===== src/hdl/ilb_pkg.sv =====
// ----------------------------------------------------------------------------
// ilb_pkg
// Shared sizes, command and status codes, and the bundles passed between the
// list sequencer and the top level.
// ----------------------------------------------------------------------------
`default_nettype none

package ilb_pkg;

    localparam int CAPACITY   = 16;
    localparam int DATA_WIDTH = 32;

    // fixed field widths at the ports
    localparam int CMD_W    = 3;
    localparam int IDX_W    = 5;
    localparam int VALUE_W  = 32;
    localparam int COUNT_W  = 5;
    localparam int STATUS_W = 2;

    localparam int ADDR_W  = $clog2(CAPACITY);
    localparam int CNT_W   = $clog2(CAPACITY + 1);
    localparam int STORE_W = (DATA_WIDTH < VALUE_W) ? DATA_WIDTH : VALUE_W;
    localparam int CMP_W   = (CNT_W > IDX_W) ? CNT_W : IDX_W;

    typedef enum logic [CMD_W-1:0] {
        CMD_APPEND  = 3'd0,
        CMD_INSERT  = 3'd1,
        CMD_ERASE   = 3'd2,
        CMD_REVERSE = 3'd3,
        CMD_READ    = 3'd4,
        CMD_CLEAR   = 3'd5
    } cmd_t;

    typedef enum logic [STATUS_W-1:0] {
        ST_OK    = 2'd0,
        ST_RANGE = 2'd1,
        ST_FULL  = 2'd2
    } status_t;

    typedef struct packed {
        logic               we;
        logic [ADDR_W-1:0]  waddr;
        logic [STORE_W-1:0] wdata;
        logic [ADDR_W-1:0]  raddr;
    } mem_req_t;

    typedef struct packed {
        logic [VALUE_W-1:0] read_data;
        logic [COUNT_W-1:0] count;
        status_t            status;
    } result_t;

endpackage

`default_nettype wire


===== src/hdl/ilb_ram.sv =====
// ----------------------------------------------------------------------------
// ilb_ram
// Simple dual-port RAM: one write port, one read port, registered read data.
// ----------------------------------------------------------------------------
`default_nettype none

module ilb_ram #(
    parameter int DEPTH = 16,
    parameter int WIDTH = 32
) (
    input  logic                     clk,
    input  logic                     we,
    input  logic [$clog2(DEPTH)-1:0] waddr,
    input  logic [WIDTH-1:0]         wdata,
    input  logic [$clog2(DEPTH)-1:0] raddr,
    output logic [WIDTH-1:0]         rdata
);

    logic [WIDTH-1:0] mem [DEPTH];

    always_ff @(posedge clk)
    begin
        if (we)
        begin
            mem[waddr] <= wdata;
        end
    end

    always_ff @(posedge clk)
    begin
        rdata <= mem[raddr];
    end

endmodule

`default_nettype wire


===== src/hdl/ilb_seq.sv =====
// ----------------------------------------------------------------------------
// ilb_seq
// Command sequencer: range checks, entry count, and the move loops for
// insert, erase and reverse, at most one RAM read and one RAM write per cycle.
// ----------------------------------------------------------------------------
`default_nettype none

module ilb_seq (
    input  logic                          clk,
    input  logic                          rst_n,
    input  logic                          in_valid,
    output logic                          in_ready,
    input  logic [ilb_pkg::CMD_W-1:0]     cmd,
    input  logic [ilb_pkg::IDX_W-1:0]     index,
    input  logic [ilb_pkg::VALUE_W-1:0]   value,
    input  logic [ilb_pkg::STORE_W-1:0]   rdata,
    output ilb_pkg::mem_req_t             mem,
    output logic                          res_valid,
    input  logic                          res_ready,
    output ilb_pkg::result_t              res
);

    import ilb_pkg::*;

    typedef enum logic [9:0] {
        S_IDLE   = 10'b00_0000_0001,
        S_SHIFT  = 10'b00_0000_0010,
        S_FLUSH  = 10'b00_0000_0100,
        S_PUT    = 10'b00_0000_1000,
        S_READ   = 10'b00_0001_0000,
        S_REV_RI = 10'b00_0010_0000,
        S_REV_RJ = 10'b00_0100_0000,
        S_REV_WI = 10'b00_1000_0000,
        S_REV_WJ = 10'b01_0000_0000,
        S_RESP   = 10'b10_0000_0000
    } state_t;

    state_t             state_reg, state_next;
    logic [CNT_W-1:0]   count_reg, count_next;
    logic               wr_pend_reg, wr_pend_next;

    logic [ADDR_W-1:0]  idx_reg, idx_next;
    logic [ADDR_W-1:0]  src_reg, src_next;     // shift pointer / reverse low end
    logic [ADDR_W-1:0]  stop_reg, stop_next;   // shift end / reverse high end
    logic [ADDR_W-1:0]  wr_addr_reg, wr_addr_next;
    logic [STORE_W-1:0] val_reg, val_next;
    logic [STORE_W-1:0] hold_reg, hold_next;
    logic [STORE_W-1:0] rd_data_reg, rd_data_next;
    logic               ins_reg, ins_next;
    status_t            status_reg, status_next;

    logic [CMP_W-1:0]   idx_x;
    logic [CMP_W-1:0]   cnt_x;
    logic [CNT_W-1:0]   cnt_m1;
    logic               full;

    assign idx_x  = CMP_W'(index);
    assign cnt_x  = CMP_W'(count_reg);
    assign cnt_m1 = count_reg - CNT_W'(1);
    assign full   = (count_reg == CNT_W'(CAPACITY));

    always_comb
    begin
        state_next   = state_reg;
        count_next   = count_reg;
        idx_next     = idx_reg;
        src_next     = src_reg;
        stop_next    = stop_reg;
        wr_addr_next = wr_addr_reg;
        val_next     = val_reg;
        hold_next    = hold_reg;
        rd_data_next = rd_data_reg;
        ins_next     = ins_reg;
        status_next  = status_reg;
        wr_pend_next = (state_reg == S_SHIFT);

        // a word read in the previous shift cycle is written in this one
        mem.we    = wr_pend_reg;
        mem.waddr = wr_addr_reg;
        mem.wdata = rdata;
        mem.raddr = src_reg;

        case (state_reg)
            S_IDLE:
            begin
                mem.raddr = ADDR_W'(index);
                if (in_valid)
                begin
                    val_next     = value[STORE_W-1:0];
                    rd_data_next = '0;
                    status_next  = ST_OK;
                    state_next   = S_RESP;
                    case (cmd_t'(cmd))
                        CMD_APPEND:
                        begin
                            if (full)
                            begin
                                status_next = ST_FULL;
                            end
                            else
                            begin
                                idx_next   = ADDR_W'(count_reg);
                                count_next = count_reg + CNT_W'(1);
                                state_next = S_PUT;
                            end
                        end
                        CMD_INSERT:
                        begin
                            if (idx_x > cnt_x)
                            begin
                                status_next = ST_RANGE;
                            end
                            else if (full)
                            begin
                                status_next = ST_FULL;
                            end
                            else
                            begin
                                idx_next   = ADDR_W'(index);
                                count_next = count_reg + CNT_W'(1);
                                ins_next   = 1'b1;
                                if (idx_x == cnt_x)
                                begin
                                    state_next = S_PUT;
                                end
                                else
                                begin
                                    src_next   = ADDR_W'(cnt_m1);
                                    stop_next  = ADDR_W'(index);
                                    state_next = S_SHIFT;
                                end
                            end
                        end
                        CMD_ERASE:
                        begin
                            if (idx_x >= cnt_x)
                            begin
                                status_next = ST_RANGE;
                            end
                            else
                            begin
                                count_next = cnt_m1;
                                ins_next   = 1'b0;
                                if ((idx_x + CMP_W'(1)) < cnt_x)
                                begin
                                    src_next   = ADDR_W'(index) + ADDR_W'(1);
                                    stop_next  = ADDR_W'(cnt_m1);
                                    state_next = S_SHIFT;
                                end
                            end
                        end
                        CMD_REVERSE:
                        begin
                            if (count_reg >= CNT_W'(2))
                            begin
                                src_next   = '0;
                                stop_next  = ADDR_W'(cnt_m1);
                                state_next = S_REV_RI;
                            end
                        end
                        CMD_READ:
                        begin
                            if (idx_x >= cnt_x)
                            begin
                                status_next = ST_RANGE;
                            end
                            else
                            begin
                                state_next = S_READ;
                            end
                        end
                        CMD_CLEAR:
                        begin
                            count_next = '0;
                        end
                        default:
                        begin
                            state_next = S_RESP;
                        end
                    endcase
                end
            end
            S_SHIFT:
            begin
                mem.raddr    = src_reg;
                wr_addr_next = ins_reg ? (src_reg + ADDR_W'(1)) : (src_reg - ADDR_W'(1));
                if (src_reg == stop_reg)
                begin
                    state_next = S_FLUSH;
                end
                else
                begin
                    src_next = ins_reg ? (src_reg - ADDR_W'(1)) : (src_reg + ADDR_W'(1));
                end
            end
            S_FLUSH:
            begin
                state_next = ins_reg ? S_PUT : S_RESP;
            end
            S_PUT:
            begin
                mem.we     = 1'b1;
                mem.waddr  = idx_reg;
                mem.wdata  = val_reg;
                state_next = S_RESP;
            end
            S_READ:
            begin
                rd_data_next = rdata;
                state_next   = S_RESP;
            end
            S_REV_RI:
            begin
                mem.raddr  = src_reg;
                state_next = S_REV_RJ;
            end
            S_REV_RJ:
            begin
                mem.raddr  = stop_reg;
                hold_next  = rdata;
                state_next = S_REV_WI;
            end
            S_REV_WI:
            begin
                mem.we     = 1'b1;
                mem.waddr  = src_reg;
                mem.wdata  = rdata;
                state_next = S_REV_WJ;
            end
            S_REV_WJ:
            begin
                mem.we    = 1'b1;
                mem.waddr = stop_reg;
                mem.wdata = hold_reg;
                src_next  = src_reg + ADDR_W'(1);
                stop_next = stop_reg - ADDR_W'(1);
                // another pair remains while the current ends are more than two apart
                if (({1'b0, src_reg} + (ADDR_W + 1)'(2)) < {1'b0, stop_reg})
                begin
                    state_next = S_REV_RI;
                end
                else
                begin
                    state_next = S_RESP;
                end
            end
            S_RESP:
            begin
                if (res_ready)
                begin
                    state_next = S_IDLE;
                end
            end
            default:
            begin
                state_next = S_IDLE;
            end
        endcase
    end

    always_ff @(posedge clk or negedge rst_n)
    begin
        if (!rst_n)
        begin
            state_reg   <= S_IDLE;
            count_reg   <= '0;
            wr_pend_reg <= 1'b0;
        end
        else
        begin
            state_reg   <= state_next;
            count_reg   <= count_next;
            wr_pend_reg <= wr_pend_next;
        end
    end

    always_ff @(posedge clk)
    begin
        idx_reg     <= idx_next;
        src_reg     <= src_next;
        stop_reg    <= stop_next;
        wr_addr_reg <= wr_addr_next;
        val_reg     <= val_next;
        hold_reg    <= hold_next;
        rd_data_reg <= rd_data_next;
        ins_reg     <= ins_next;
        status_reg  <= status_next;
    end

    assign in_ready      = (state_reg == S_IDLE);
    assign res_valid     = (state_reg == S_RESP);
    assign res.read_data = VALUE_W'(rd_data_reg);
    assign res.count     = COUNT_W'(count_reg);
    assign res.status    = status_reg;

endmodule

`default_nettype wire


===== src/hdl/indexed_list_buffer.sv =====
// Commands pass through the sequencer one at a time, with at most one RAM read and
// one RAM write per cycle; the next command can be accepted in the cycle after the
// previous result is parked in the output register.
// Reset (async, active low) empties the list; stored words stay undefined.
`default_nettype none

module indexed_list_buffer (
    input  logic                        clk,
    input  logic                        rst_n,
    input  logic                        in_valid,
    output logic                        in_ready,
    input  logic [ilb_pkg::CMD_W-1:0]   cmd,
    input  logic [ilb_pkg::IDX_W-1:0]   index,
    input  logic [ilb_pkg::VALUE_W-1:0] value,
    output logic                        out_valid,
    input  logic                        out_ready,
    output logic [ilb_pkg::VALUE_W-1:0] read_data,
    output logic [ilb_pkg::COUNT_W-1:0] count,
    output logic [ilb_pkg::STATUS_W-1:0] status
);

    import ilb_pkg::*;

    mem_req_t           mem;
    logic [STORE_W-1:0] rdata;
    logic               res_valid;
    logic               res_ready;
    result_t            res;
    logic               load;

    logic               out_valid_reg, out_valid_next;
    result_t            out_reg;

    ilb_seq u_seq (
        .clk       (clk),
        .rst_n     (rst_n),
        .in_valid  (in_valid),
        .in_ready  (in_ready),
        .cmd       (cmd),
        .index     (index),
        .value     (value),
        .rdata     (rdata),
        .mem       (mem),
        .res_valid (res_valid),
        .res_ready (res_ready),
        .res       (res)
    );

    ilb_ram #(
        .DEPTH (CAPACITY),
        .WIDTH (STORE_W)
    ) u_ram (
        .clk   (clk),
        .we    (mem.we),
        .waddr (mem.waddr),
        .wdata (mem.wdata),
        .raddr (mem.raddr),
        .rdata (rdata)
    );

    // output register frees the sequencer once the result is parked here
    assign res_ready = !out_valid_reg || out_ready;
    assign load      = res_valid && res_ready;

    always_comb
    begin
        if (load)
        begin
            out_valid_next = 1'b1;
        end
        else if (out_ready)
        begin
            out_valid_next = 1'b0;
        end
        else
        begin
            out_valid_next = out_valid_reg;
        end
    end

    always_ff @(posedge clk or negedge rst_n)
    begin
        if (!rst_n)
        begin
            out_valid_reg <= 1'b0;
        end
        else
        begin
            out_valid_reg <= out_valid_next;
        end
    end

    always_ff @(posedge clk)
    begin
        if (load)
        begin
            out_reg <= res;
        end
    end

    assign out_valid = out_valid_reg;
    assign read_data = out_reg.read_data;
    assign count     = out_reg.count;
    assign status    = out_reg.status;

endmodule

`default_nettype wire


===== config.mk =====
export PLATFORM = sky130hd
export DESIGN_NAME = indexed_list_buffer
export DESIGN_NICKNAME = d
export VERILOG_FILES = /design/src/hdl/ilb_pkg.sv /design/src/hdl/ilb_ram.sv /design/src/hdl/ilb_seq.sv /design/src/hdl/indexed_list_buffer.sv
export SDC_FILE = /design/constraint.sdc
export NUM_CORES = 1
export LEC_CHECK = 0
export ABC_AREA = 1
export BUFFER_PORTS_ARGS = -buffer_cell sky130_fd_sc_hd__buf_2
export CORE_MARGIN = 8
export CORE_UTILIZATION = 26
export DETAILED_ROUTE_END_ITERATION = 16
export PLACE_DENSITY = 0.51
export SYNTH_ARGS = -nofsm -noshare
export SYNTH_HDL_FRONTEND = slang
export SYNTH_SLANG_ARGS = --single-unit

===== constraint.sdc =====
create_clock -name clk -period 4.59 [get_ports clk]
set_input_delay 0 -clock clk [delete_from_list [all_inputs] [get_ports clk]]
set_output_delay 0 -clock clk [all_outputs]
set_load 0.02 [all_outputs]

Word level (Yosys, flattened, before mapping). Memories as Yosys holds them, arrays and structs flattened. A register that Yosys moved wholly into a read port is not among the register bits. Index checks and enable logic that the tools add are counted.

Memories kept: 1. Output and inout port bits: 41. Word-level logic and storage cells: 144. Flip-flop bits (word level): 171. Memory bits (writable): 512.

Memories: u_ram.mem (depth 16, width 32, read ports 1, clocked after memory_dff 1, wr ports 1, line ilb_ram.sv:19) `logic [WIDTH-1:0] mem [DEPTH];`.

Eq/ne operators: 33. Reductions and logical operators: 21. Magnitude comparators: 5. $add $sub $neg: 8. Multiplexer cells: 60.

Operator list (count): $mux 10 (12); $pmux 37 s3 (1); $pmux 10 s9 (1); $mux 4 (21); $pmux 32 s2 (1); $pmux 10 s5 (1); $pmux 4 s3 (3); $mux 32 (1); $pmux 4 s2 (3); $pmux 5 s4 (1); $mux 5 (3); $ne 2x2->1 const B (7); $ne 3x3->1 const B (4); $reduce_and 6->1 (2); $add 5x1->5 const B (2); $eq 10x1->1 const B (1); $eq 10x10->1 const B (1); $eq 10x2->1 const B (1); $eq 10x3->1 const B (1); $eq 10x4->1 const B (1); $eq 10x5->1 const B (1); $eq 10x6->1 const B (1); $eq 10x7->1 const B (1); $eq 10x8->1 const B (1); 36 further kinds (55).

Depth between registers and ports, before layout. Gate-level depths: netlist of the first run.

Depth in word-level cells: 7. Gate-level depth with buffers: 15.

Cells and area by module. Synthesis of the first run repeated with hierarchy kept, for this count alone.

Cell total of the unflattened synthesis: 2859. Area total of the unflattened synthesis: 30948.4 um^2.

By module, submodules not included: ilb_ram (sequential area each 16015.4 um^2, times used 1, area each 22730.6 um^2, cells each 2120); ilb_seq (sequential area each 3854.9 um^2, times used 1, area each 7001.7 um^2, cells each 694); indexed_list_buffer (sequential area each 1196.1 um^2, times used 1, area each 1216.2 um^2, cells each 45).

Least setup slack after synthesis of the first run. No wires, ideal clock.

Kind: register to register. Start point: reg u_seq.state_reg[9]. End point: reg u_seq.rd_data_reg[0] (enable). Clock period less this slack: 3.926 ns. Path slack: 0.664 ns. Setup time: 0.470 ns. Arrival: 3.456 ns. Stages on the path, launching flop included: 7. Cell sequence: dfrtp_1 nor2_2 buf_4 nand2_1 inv_1 nand4_1 a21boi_0.

Longest elaborated chain between the ends: 3.

RTL lines: from (decl) (line ilb_seq.sv:38) `state_t state_reg, state_next;`; from (signal assigned) (line ilb_seq.sv:271) `state_reg <= state_next;`; $eq 10x1->1 / $eq 10x5->1 (equally long branches) (line ilb_seq.sv:83) `case (state_reg)`; $ne 2x2->1 (no source line) / $reduce_bool 2->1 (equally long branches); $reduce_and 2->1 (no source line) (*); to (signal assigned) (line ilb_seq.sv:285) `rd_data_reg <= rd_data_next;`; to (decl) (line ilb_seq.sv:48) `logic [STORE_W-1:0] rd_data_reg, rd_data_next;`.

Every way passes the cells marked *; elsewhere a longest branch is shown, timed or not. A chain may end at the register's enable or synchronous reset.

Worst setup path in the final report of the first run.
Start point: reg u_seq.state_reg[3]. End point: mem u_ram.mem[5][22] (enable).

Longest elaborated chain between the ends: 4.

RTL lines: $eq 10x9->1 (tied with other cells) (line ilb_seq.sv:83); $pmux 37 s3 (*) (line ilb_seq.sv:83); $mux 1 (line ilb_ram.sv:23) `if (we)`; $mux 1 (implied by the code) (line ilb_ram.sv:25) `mem[waddr] <= wdata;`; to (decl) (line ilb_ram.sv:19).

Marked as above.

==> impl_metrics.py, run 1 <==
metrics = {
    "outcome": {
        "outcome": "finished clean",
    },
    "power_and_ir_drop": {
        "pwr-share-comb_pct": 43.5,
        "power.density_nw_per_um2": 747,
        "leakagePower_nw": 14.8,
        "switching_share_pct": 42.1,
        "seqPwrFrac_pct": 32.9,
        "p_int_mw": 16.0,
        "pwr-share-clk_pct": 23.6,
        "power.net_switching_mw": 11.6,
        "finalPower_mw": 27.6,
        "peakVddDrop_uv": 1320,
    },
    "synthesis": {
        "syn_area_um2": 31300,
        "synth_ff_type": "edfxtp_1",
        "netlist_instances": 2855,
        "ys_types": 50,
        "synth_seq_area_share_pct": 67.3,
        "synth_top_area_share_pct": 63.9,
        "avgSynthCellArea_um2": 11.0,
        "async_flop_share_pct": 2.38,
        "synth_edf_count": 666,
        "synth_largest_area_cell": "edfxtp_1",
        "synth_area_leaders": "edfxtp_1, nand3_1, inv_1, nand2_1, nand3b_1",
        "synth_nets": 2923,
        "synth-seq-cells": 715,
        "yosysWarnings": 0,
    },
    "drt": {
        "via_per_inst": 4.49,
        "antenna_left": 0,
        "vias": 21000,
        "first_iter_violations": 1723,
        "wl_mm": 88.3,
        "dr.pass1.iters": 7,
        "routedWlPerCell_um": 18.9,
        "route.detailed.drc": 0,
    },
    "min_path": {
        "min-delay-path-class": "in -> reg",
    },
    "timing": {
        "slew_headroom_pct": 21.3,
        "worst_clock_skew_ns": 0.0207,
        "fmax_mhz": 270,
        "rsz0062_at_grt": "false",
        "finalHoldViolCount": 0,
        "tightestPinTransition_ns": 1.18,
        "post-route-min-period_ns": 3.70,
        "drv_slew": 0,
        "tns_ns": 0,
        "setup_violations": 0,
        "finalCritPeriodShare_pct": 80.6,
    },
    "cells_and_area": {
        "seq_area_um2": 21100,
        "largest_register": "u_ram.mem",
        "nNetsFinal": 3076,
        "final.fill_count": 12100,
        "multiInputGateArea_um2": 7610,
        "diodes": 0,
        "synthToLayoutAreaGrowth_pct": 18.4,
        "largest_reg_flops": 512,
        "drive_gt1_share_pct": 11.0,
    },
    "critical_path": {
        "required_ns": 4.86,
        "crit_fanout": 22,
        "crit_type": "reg -> reg",
        "worstSetupStartpointType": "register",
        "endpoint_kind": "register",
        "cp.arrival_ns": 3.96,
    },
    "floorplan": {
        "start_util_pct": 26.1,
        "die_width_um": 363,
        "row_count": 127,
        "core_um2": 120000,
        "ios": 85,
        "die_h_um": 363,
        "dieArea_um2": 132000,
    },
    "global_route": {
        "grt_pass1_wl_mm": 133,
        "met1_usage_pct": 17.6,
        "grt_busiest_layer": "met2",
        "grt_pass1_vias": 20500,
        "grt_use_met2_pct": 21.7,
        "track_usage_pct": 13.1,
        "grt_max_degree": 129,
        "use_met3_pct": 1.77,
        "antenna_found_initial": 1,
        "grt-ovfl-total": 0,
    },
    "clocking": {
        "clock-sinks": 715,
        "h-tree-depth": 3,
        "cts_buffers": 78,
        "cts.repair.resized": 0,
        "cts_tree": "yes",
        "clk_latency_ns": 0.63,
        "ctsLongestPathBuffers": 3,
        "clk_pin_slew_ns": 0.06,
        "root_buffer": "clkbuf_16",
    },
    "place": {
        "gp_congestion": 0.832,
        "io_buffers": 84,
        "dp_hpwl_mm": 50.5,
    },
    "flow_run": {
        "drv_cap": 0,
    },
}
==> power by group through the flow <==
stage          combinational [mW]  clock (mW)  sequential, mW
2_1_floorplan                7.96           0            9.11
3_3_place_gp                 12.1           0            9.21
3_5_place_dp                 12.1           0            9.22
4_1_cts                      12.2        6.68            9.08
5_1_grt                      13.3        6.93            9.13
6_report                     12.0        6.53            9.08
==> final timing paths <==
| check | startpoint | to | slack, ns | cells past startpoint |
|---|---|---|---|---|
| worst min register to register | u_seq.rd_data_reg[3]$_SDFFCE_PN0P_ | read_data[3]$_DFFE_PP_ | 0.42 | 0 |
| max in group asynchronous | rst_n | u_seq.wr_pend_reg$_DFF_PN0_ | 2.82 | 4 |
| worst max register to register | u_seq.state_reg[3]$_DFFE_PN0P_ | u_ram.mem[5][22]$_DFFE_PP_ | 0.89 | 12 |
| worst max-delay path | u_seq.state_reg[3]$_DFFE_PN0P_ | u_ram.mem[5][22]$_DFFE_PP_ | 0.89 | 12 |
| min in group asynchronous | rst_n | u_seq.state_reg[0]$_DFFE_PN1P_ | 0.43 | 3 |
| worst min-delay path | value[1] | u_seq.val_reg[1]$_DFFE_PP_ | 0.1 | 2 |
==> cells in the mapped netlist (13+ instances only) <==
master	number
edfxtp_1	666
nand3_1	644
inv_1	524
nand2_1	441
nor2_1	99
nand3b_1	96
buf_2	81
o211ai_1	37
dfxtp_1	32
o21ai_0	31
clkbuf_1	28
ha_1	24
buf_6	17
a21oi_1	16
dfrtp_1	16
buf_4	13
==> metal layers <==
metal	share of wire, %	up-vias
met5	0	-
met4	2.7	0
met3	5.7	132
met2	47	615
met1	44	10300
li1	-	9957
==> cells by family (layout without fill, tap and decap cells) <==
kind of cell	Yosys count	in the layout	synth area share, %
AOI/OAI and AO/OA	109	109	2.27
buffers and inverters	675	892	9.02
xor gates and xnor gates	13	13	0.364
DFF	715	715	67.3
and+or+nand+nor	1319	1319	20.0
adders and majority gates	24	24	0.960
==> worst max-delay path, cell delays in order (launching register included) <==
cell and delay (ns):
dfrtp_1 0.43, nor2_4 0.23, nand2_1 0.13, nor2_1 0.26, nand3_2 0.24, buf_4 0.25
nor2_1 0.17, nor2_1 0.10, a21oi_1 0.15, buf_4 0.13, nand2_1 0.22, nor2_4 0.48
buf_4 0.51
==> layout make-up <==
type,count,share of cell area [%]
Sequential cell,715,56.9
Tap cell,1612,5.45
Clock buffer,102,5.77
Timing Repair Buffer,217,4.51
Inverter,531,5.40
Clock inverter,42,1.42
Multi-Input combinational cell,1465,20.6
==> stage by stage <==
stage | cell area, µm² | hold WS (ns) | instances | worst slack (ns) | util (%)
finish | 37000 | 0.0957 | 4684 | 0.892 | 30.9
CTS | 37000 | 0.0565 | 4684 | 0.894 | 30.9
global placement | 33900 | 0.00293 | 4494 | 0.970 | 28.3
detailed placement | 33900 | -0.00430 | 4494 | 0.919 | 28.3
global route | 37000 | 0.0874 | 4684 | 0.708 | 30.9
floorplan | 31300 | -0.296 | 2855 | 0.664 | -
==> placed cells by master (no fill, tap or decap), drive strengths merged, types with 2 or more instances in the layout <==
master	instances
bufinv	12
o2111ai	2
dlygate4sd3	46
clkbuf	102
nand3b	96
xor2	8
buf	171
a21oi	18
nor2	106
ha	24
nand2	448
a31oi	4
o22ai	4
inv	530
nand3	648
nor3	10
edfxtp	666
o221ai	2
o211ai	37
dfrtp	16
clkinv	30
dfxtp	32
o21ai	33
xnor2	5
nand4	8
==> what timing repair did <==
action	in CTS	in global routing
endpoints found under the hold margin	70	0
hold buffers	46	0
buffers inserted	0	0
endpoints found under the setup margin	0	0
Power figures use the tool's default switching activity.
==> run 2, diff against run 1 <==
--- a/config.mk
+++ b/config.mk
@@ -5,12 +5,12 @@
 export SDC_FILE = /design/constraint.sdc
 export NUM_CORES = 1
 export LEC_CHECK = 0
-export ABC_AREA = 1
+export ABC_AREA = 0
 export BUFFER_PORTS_ARGS = -buffer_cell sky130_fd_sc_hd__buf_2
 export CORE_MARGIN = 8
 export CORE_UTILIZATION = 26
 export DETAILED_ROUTE_END_ITERATION = 16
-export PLACE_DENSITY = 0.51
+export PLACE_DENSITY = 0.52
 export SYNTH_ARGS = -nofsm -noshare
 export SYNTH_HDL_FRONTEND = slang
 export SYNTH_SLANG_ARGS = --single-unit
==> constraint.sdc (replaced) <==
create_clock -name clk -period 3.36 [get_ports clk]
set_input_delay 0 -clock clk [delete_from_list [all_inputs] [get_ports clk]]
set_output_delay 0 -clock clk [all_outputs]
set_load 0.02 [all_outputs]
==> run 2 against run 1 <==
  * Clock skew up 0.0072 ns
  * Utilization up 0.79 points
  * Sequential power up 33%
  * Routed wire length down 17%
  * Flip-flop and latch count unchanged
  * Design area down 8.1%
  * Clock power up 25%
  * Via count down 22%
  * Fmax up 14%
  * Combinational power down 28%
  * Worst hold slack worse by 0.0048 ns
  * Register-to-register slack worse by 0.79 ns
  * Critical path type unchanged
  * Critical endpoint is now u_ram.mem[12][24]$_DFFE_PP_
==> impl_metrics.py, run 2 <==
metrics = {
    "place": {
        "placed_cell_area_um2": 31100,
        "dp_hpwl_mm": 43.4,
        "gp_congestion": 0.799,
        "io_buffers": 84,
        "pre_cts_ws_ns": -0.0637,
    },
    "drt": {
        "first_iter_violations": 1308,
        "vias": 16500,
        "routedWlPerCell_um": 21.4,
        "via_per_inst": 4.80,
        "antenna_left": 0,
        "route.detailed.drc": 0,
        "dr.pass1.iters": 5,
        "wl_mm": 73.5,
    },
    "cells_and_area": {
        "diodes": 0,
        "multiInputGateArea_um2": 6720,
        "final_cell_area_um2": 34000,
        "drive_gt1_share_pct": 17.1,
        "largest_register": "u_ram.mem",
        "final_common_cell": "edfxtp_1",
        "nNetsFinal": 2038,
        "largest_reg_flops": 512,
        "synthToLayoutAreaGrowth_pct": 20.9,
        "layout_common_cells": "edfxtp_1, nand2_1, mux2i_1",
        "final.fill_count": 10500,
        "seq_area_um2": 21100,
    },
    "timing": {
        "setup_violations": 0,
        "rsz0062_at_grt": "false",
        "finalHoldViolCount": 0,
        "finalCritPeriodShare_pct": 96.9,
        "drv_slew": 0,
        "slew_headroom_pct": 17.8,
        "tightestPinTransition_ns": 1.23,
        "fmax_mhz": 307,
        "worst_clock_skew_ns": 0.0279,
        "post-route-min-period_ns": 3.26,
        "setup_ws_ns": 0.104,
    },
    "global_route": {
        "grt-ovfl-total": 0,
        "antenna_found_initial": 3,
        "track_usage_pct": 12.1,
        "grt_pass1_vias": 16900,
        "grt_pass1_wl_mm": 109,
        "grt_max_degree": 78,
    },
    "synthesis": {
        "synth_top_family_by_area": "compound AO/OA/AOI/OAI gates",
        "synth_mux_area_share_pct": 4.63,
        "synth_edf_count": 666,
        "synth_area_leaders": "edfxtp_1, mux2i_1, nand2_1, dfxtp_1, a311oi_1",
        "synth_ff_type": "edfxtp_1",
        "synth_fa_ha_area_share_pct": 1.07,
        "yosysWarnings": 0,
        "syn_area_um2": 28100,
        "synth_largest_area_cell": "edfxtp_1",
        "synth_compound_area_share_pct": 10.4,
        "async_flop_share_pct": 2.38,
        "synth_most_common_cell": "edfxtp_1",
        "synth_seq_area_share_pct": 74.9,
        "synth-seq-cells": 715,
        "synth_top_area_share_pct": 71.1,
        "avgSynthCellArea_um2": 15.8,
        "yosys.area_share.simple_pct": 6.34,
        "ys_types": 70,
        "synthXorXnorAreaFrac_pct": 0.529,
        "synth_nets": 1847,
        "netlist_instances": 1779,
        "ys_top_cells_by_count": "edfxtp_1, nand2_1, mux2i_1, clkbuf_1, a311oi_1",
    },
    "floorplan": {
        "die_h_um": 345,
        "die_width_um": 345,
        "dieArea_um2": 119000,
        "row_count": 120,
        "start_util_pct": 26.2,
        "core_um2": 107000,
        "ios": 85,
    },
    "critical_path": {
        "crit_fanout": 14,
        "required_ns": 3.58,
        "r2r_cells": 5,
        "crit_type": "reg -> reg",
        "crit_path_start": "u_seq.state_reg[3]$_DFFE_PN0P_",
        "reg2reg_setup_slack_ns": 0.10,
        "r2r_end": "u_ram.mem[12][24]$_DFFE_PP_",
        "endpoint_kind": "register",
        "cp.arrival_ns": 3.48,
        "worstSetupStartpointType": "register",
        "reg2reg_from": "u_seq.state_reg[3]$_DFFE_PN0P_",
    },
    "clocking": {
        "ctsLongestPathBuffers": 3,
        "clock-sinks": 715,
        "clk_pin_slew_ns": 0.06,
        "cts_buffers": 74,
        "h-tree-depth": 3,
        "cts_setup_buffers": 0,
        "cts_tree": "yes",
        "clk_latency_ns": 0.63,
        "root_buffer": "clkbuf_16",
    },
    "flow_run": {
        "drv_cap": 0,
    },
    "min_path": {
        "min_to": "u_seq.state_reg[1]$_DFFE_PN0P_",
        "hp-start": "index[4]",
        "min-delay-path-class": "in -> reg",
        "holdPathStages": 5,
    },
    "outcome": {
        "outcome": "finished clean",
    },
    "power_and_ir_drop": {
        "leakagePower_nw": 11.5,
        "finalPower_mw": 28.9,
        "power.density_nw_per_um2": 849,
        "peakVddDrop_uv": 640,
    },
}
run 2: cells by family after synthesis:
kind of cell               after synthesis
AOI/OAI and AO/OA                      372
xor gates and xnor gates                17
adders and majority gates               24
buffers and inverters                  140
DFF                                    715
muxes                                  130
and+or+nand+nor                        381
run 2: worst max-delay path by stage:
stage,end,slack (ns),cells after the start
finish,u_ram.mem[12][24]$_DFFE_PP_,0.10,5
CTS,u_ram.mem[12][27]$_DFFE_PP_,0.04,6
global placement,u_ram.mem[12][27]$_DFFE_PP_,0.04,6
floorplan,u_ram.mem[5][0]$_DFFE_PP_,-0.42,8
global route,u_ram.mem[0][3]$_DFFE_PP_,0.001,10
detailed placement,u_ram.mem[12][18]$_DFFE_PP_,-0.06,6
run 2: critical path, cell delays in order, from the launching register on:
cell     delay [ns]
dfrtp_1        0.44
or4_4          0.57
nor3b_4        0.24
and3b_2        0.32
a31oi_1        0.26
nor2_2         1.02
run 2: timing repair:
item / in CTS / in global routing
endpoints found under the hold margin: 76 / 0
hold buffers: 45 / 0
gates cloned: 1 / 1
pin swaps: 1 / 2
endpoints found under the setup margin: 36 / 52
resized for setup: 4 / 2
run 2: power by group:
part	switching, mW	total [mW]	internal [mW]
sequential	0.441	12.1	11.6
combinational	5.69	8.67	2.98
clock	3.43	8.17	4.74
total	9.56	28.9	19.3
run 2: metal layers:
layer | GRT usage (%) | vias to the layer above | part of all wire, %
met5 | 0 | - | 0
met4 | 3.22 | 0 | 2.0
met3 | 2.29 | 86 | 5.7
met2 | 19.4 | 460 | 47
met1 | 16.7 | 8444 | 46
li1 | - | 7487 | -
run 2: stage by stage:
stage / cells / setup TNS (ns) / hold WS, ns / util (%)
final: 3434 / 0 / 0.0910 / 31.7
after global routing: 3434 / 0 / 0.0735 / 31.7
after CTS: 3433 / 0 / 0.0424 / 31.7
after detailed placement: 3250 / -1.40 / -0.0252 / 29.0
after global placement: 3250 / 0 / -0.0343 / 29.0
after floorplan: 1779 / -130.53 / -0.296 / -
run 2: cell type report:
type                            instances  share of cell area [%]
Tap cell                             1403                    5.16
Multi-Input combinational cell        926                    19.8
Inverter                               22                   0.254
Clock inverter                         39                    1.13
Timing Repair Buffer                  231                    5.82
Clock buffer                           98                    5.95
Sequential cell                       715                    61.9
==> run 3, diff against run 2 <==
--- a/config.mk
+++ b/config.mk
@@ -8,9 +8,9 @@
 export ABC_AREA = 0
 export BUFFER_PORTS_ARGS = -buffer_cell sky130_fd_sc_hd__buf_2
 export CORE_MARGIN = 8
-export CORE_UTILIZATION = 26
+export CORE_UTILIZATION = 45
 export DETAILED_ROUTE_END_ITERATION = 16
-export PLACE_DENSITY = 0.52
+export PLACE_DENSITY = 0.74
 export SYNTH_ARGS = -nofsm -noshare
 export SYNTH_HDL_FRONTEND = slang
 export SYNTH_SLANG_ARGS = --single-unit
==> run 3 against run 2 <==
  * Combinational power decreased by 4.2%
  * Via count increased by 3.3%
  * Routed wire length decreased by 4.4%
  * Clock power about the same
  * Design area decreased by 2.3%
  * Global-route usage increased by 7.3 points
  * Highest routed layer unchanged
  * Largest power group unchanged
==> impl_metrics.py, run 3 (synthesis results as in run 2) <==
metrics = {
    "flow_run": {
        "drv_cap": 0,
    },
    "outcome": {
        "outcome": "finished clean",
    },
    "critical_path": {
        "cp.arrival_ns": 3.57,
        "r2r_cells": 9,
        "crit_type": "reg -> reg",
        "required_ns": 3.69,
        "endpoint_kind": "register",
        "crit_fanout": 32,
        "worstSetupStartpointType": "register",
    },
    "power_and_ir_drop": {
        "power.density_nw_per_um2": 859,
        "seqPwrFrac_pct": 42.3,
        "finalPower_mw": 28.5,
        "pwr-share-clk_pct": 28.6,
        "power.net_switching_mw": 9.20,
        "switching_share_pct": 32.2,
        "leakagePower_nw": 11.4,
        "pwr-share-comb_pct": 29.1,
        "p_int_mw": 19.3,
        "peakVddDrop_uv": 542,
    },
    "global_route": {
        "track_usage_pct": 19.4,
        "grt_pass1_wl_mm": 105,
        "grt-ovfl-total": 0,
        "antenna_found_initial": 0,
        "grt_pass1_vias": 17200,
        "grt_max_degree": 89,
    },
    "timing": {
        "fmax_mhz": 308,
        "setup_violations": 0,
        "post-route-min-period_ns": 3.24,
        "tns_ns": 0,
        "finalCritPeriodShare_pct": 96.5,
        "tightestPinTransition_ns": 1.07,
        "worst_clock_skew_ns": 0.0237,
        "worst_hold_slack_ns": 0.0949,
        "drv_slew": 0,
        "slew_headroom_pct": 28.7,
        "finalHoldViolCount": 0,
        "rsz0062_at_grt": "false",
    },
    "floorplan": {
        "core_um2": 61700,
        "dieArea_um2": 70800,
        "die_h_um": 266,
        "ios": 85,
        "row_count": 91,
        "die_width_um": 266,
        "start_util_pct": 45.6,
    },
    "clocking": {
        "clk_pin_slew_ns": 0.06,
        "cts_buffers": 73,
        "cts_tree": "yes",
        "h-tree-depth": 3,
        "clock-sinks": 715,
        "ctsLongestPathBuffers": 3,
        "clk_latency_ns": 0.62,
        "root_buffer": "clkbuf_16",
    },
    "cells_and_area": {
        "diodes": 0,
        "drive_gt1_share_pct": 16.1,
        "layout_common_cells": "edfxtp_1, nand2_1, mux2i_1",
        "final_common_cell": "edfxtp_1",
        "nNetsFinal": 2013,
        "largest_register": "u_ram.mem",
        "synthToLayoutAreaGrowth_pct": 18.2,
        "multiInputGateArea_um2": 6710,
        "final.fill_count": 4745,
        "seq_area_um2": 21100,
        "largest_reg_flops": 512,
        "final_cell_area_um2": 33200,
    },
    "place": {
        "io_buffers": 84,
        "dp_hpwl_mm": 38.7,
        "gp_congestion": 0.866,
        "placed_cell_area_um2": 30300,
    },
    "drt": {
        "vias": 17000,
        "wl_met1_mm": 27.7,
        "wl_met3_mm": 6.07,
        "met2_length_mm": 34.4,
        "antenna_left": 0,
        "route.detailed.drc": 0,
        "top_layer_used": "met4",
        "via_per_inst": 5.99,
        "first_iter_violations": 1986,
        "routedWlPerCell_um": 24.7,
        "dr.pass1.iters": 5,
        "wl_mm": 70.2,
    },
    "min_path": {
        "holdPathStages": 2,
        "min-delay-path-class": "in -> reg",
    },
}
-- run 3: worst max-delay path, stage by stage, from the launching register on --
cell and delay, ns:
dfrtp_1 0.48, or4_1 0.62, nor3b_2 0.34, and3b_2 0.31, buf_4 0.25, nor2_1 0.07
a22oi_1 0.38, buf_4 0.24, nor2_4 0.05, buf_12 0.21
-- run 3: timing repair --
item,in CTS,in global routing
endpoints found under the setup margin,11,449
hold endpoints to repair,73,0
hold buffers,46,0
gates cloned,0,1
resized for setup,1,7
pin swaps,0,3
setup buffers,0,3
-- run 3: power by group through the flow --
stage | Sequential (mW) | Combinational (mW) | Clock (mW)
floorplan | 12.1 | 5.49 | 0
global placement | 12.2 | 7.90 | 0
detailed placement | 12.2 | 8.16 | 0
CTS | 12.1 | 8.27 | 8.27
global route | 12.1 | 8.96 | 8.62
finish | 12.1 | 8.31 | 8.17
-- run 3: area by class of cell --
class,count,share of cell area (%)
clock buffers,96,6.06
inverters,22,0.260
clock inverters,37,1.29
multi-input cells,925,20.2
well taps,837,3.15
repair buffers,208,5.70
flip-flops and latches,715,63.4
-- run 3: per-stage QoR --
stage	utilization, %	worst slack, ns	cells
after floorplan	-	-0.425	1779
after global placement	49.0	0.149	2657
after detailed placement	49.0	0.0236	2657
after CTS	53.8	0.0100	2836
after global routing	53.9	0.00958	2840
final	53.9	0.117	2840
-- run 3: worst paths after layout --
check | endpoint | slack, ns | startpoint
max in group asynchronous | u_seq.wr_pend_reg$_DFF_PN0_ | 1.60 | rst_n
setup reg to reg | u_ram.mem[5][27]$_DFFE_PP_ | 0.12 | u_seq.state_reg[3]$_DFFE_PN0P_
hold reg to reg | read_data[23]$_DFFE_PP_ | 0.42 | u_seq.rd_data_reg[23]$_SDFFCE_PN0P_
min in group asynchronous | u_seq.state_reg[0]$_DFFE_PN1P_ | 0.47 | rst_n
hold / removal | u_seq.val_reg[23]$_DFFE_PP_ | 0.09 | value[23]
setup / recovery | u_ram.mem[5][27]$_DFFE_PP_ | 0.12 | u_seq.state_reg[3]$_DFFE_PN0P_
-- run 3: metal layers --
layer	vias to the layer above	track usage, %
met5	-	0
met4	0	6.96
met3	150	3.87
met2	901	32.7
met1	8519	25.0
li1	7445	-
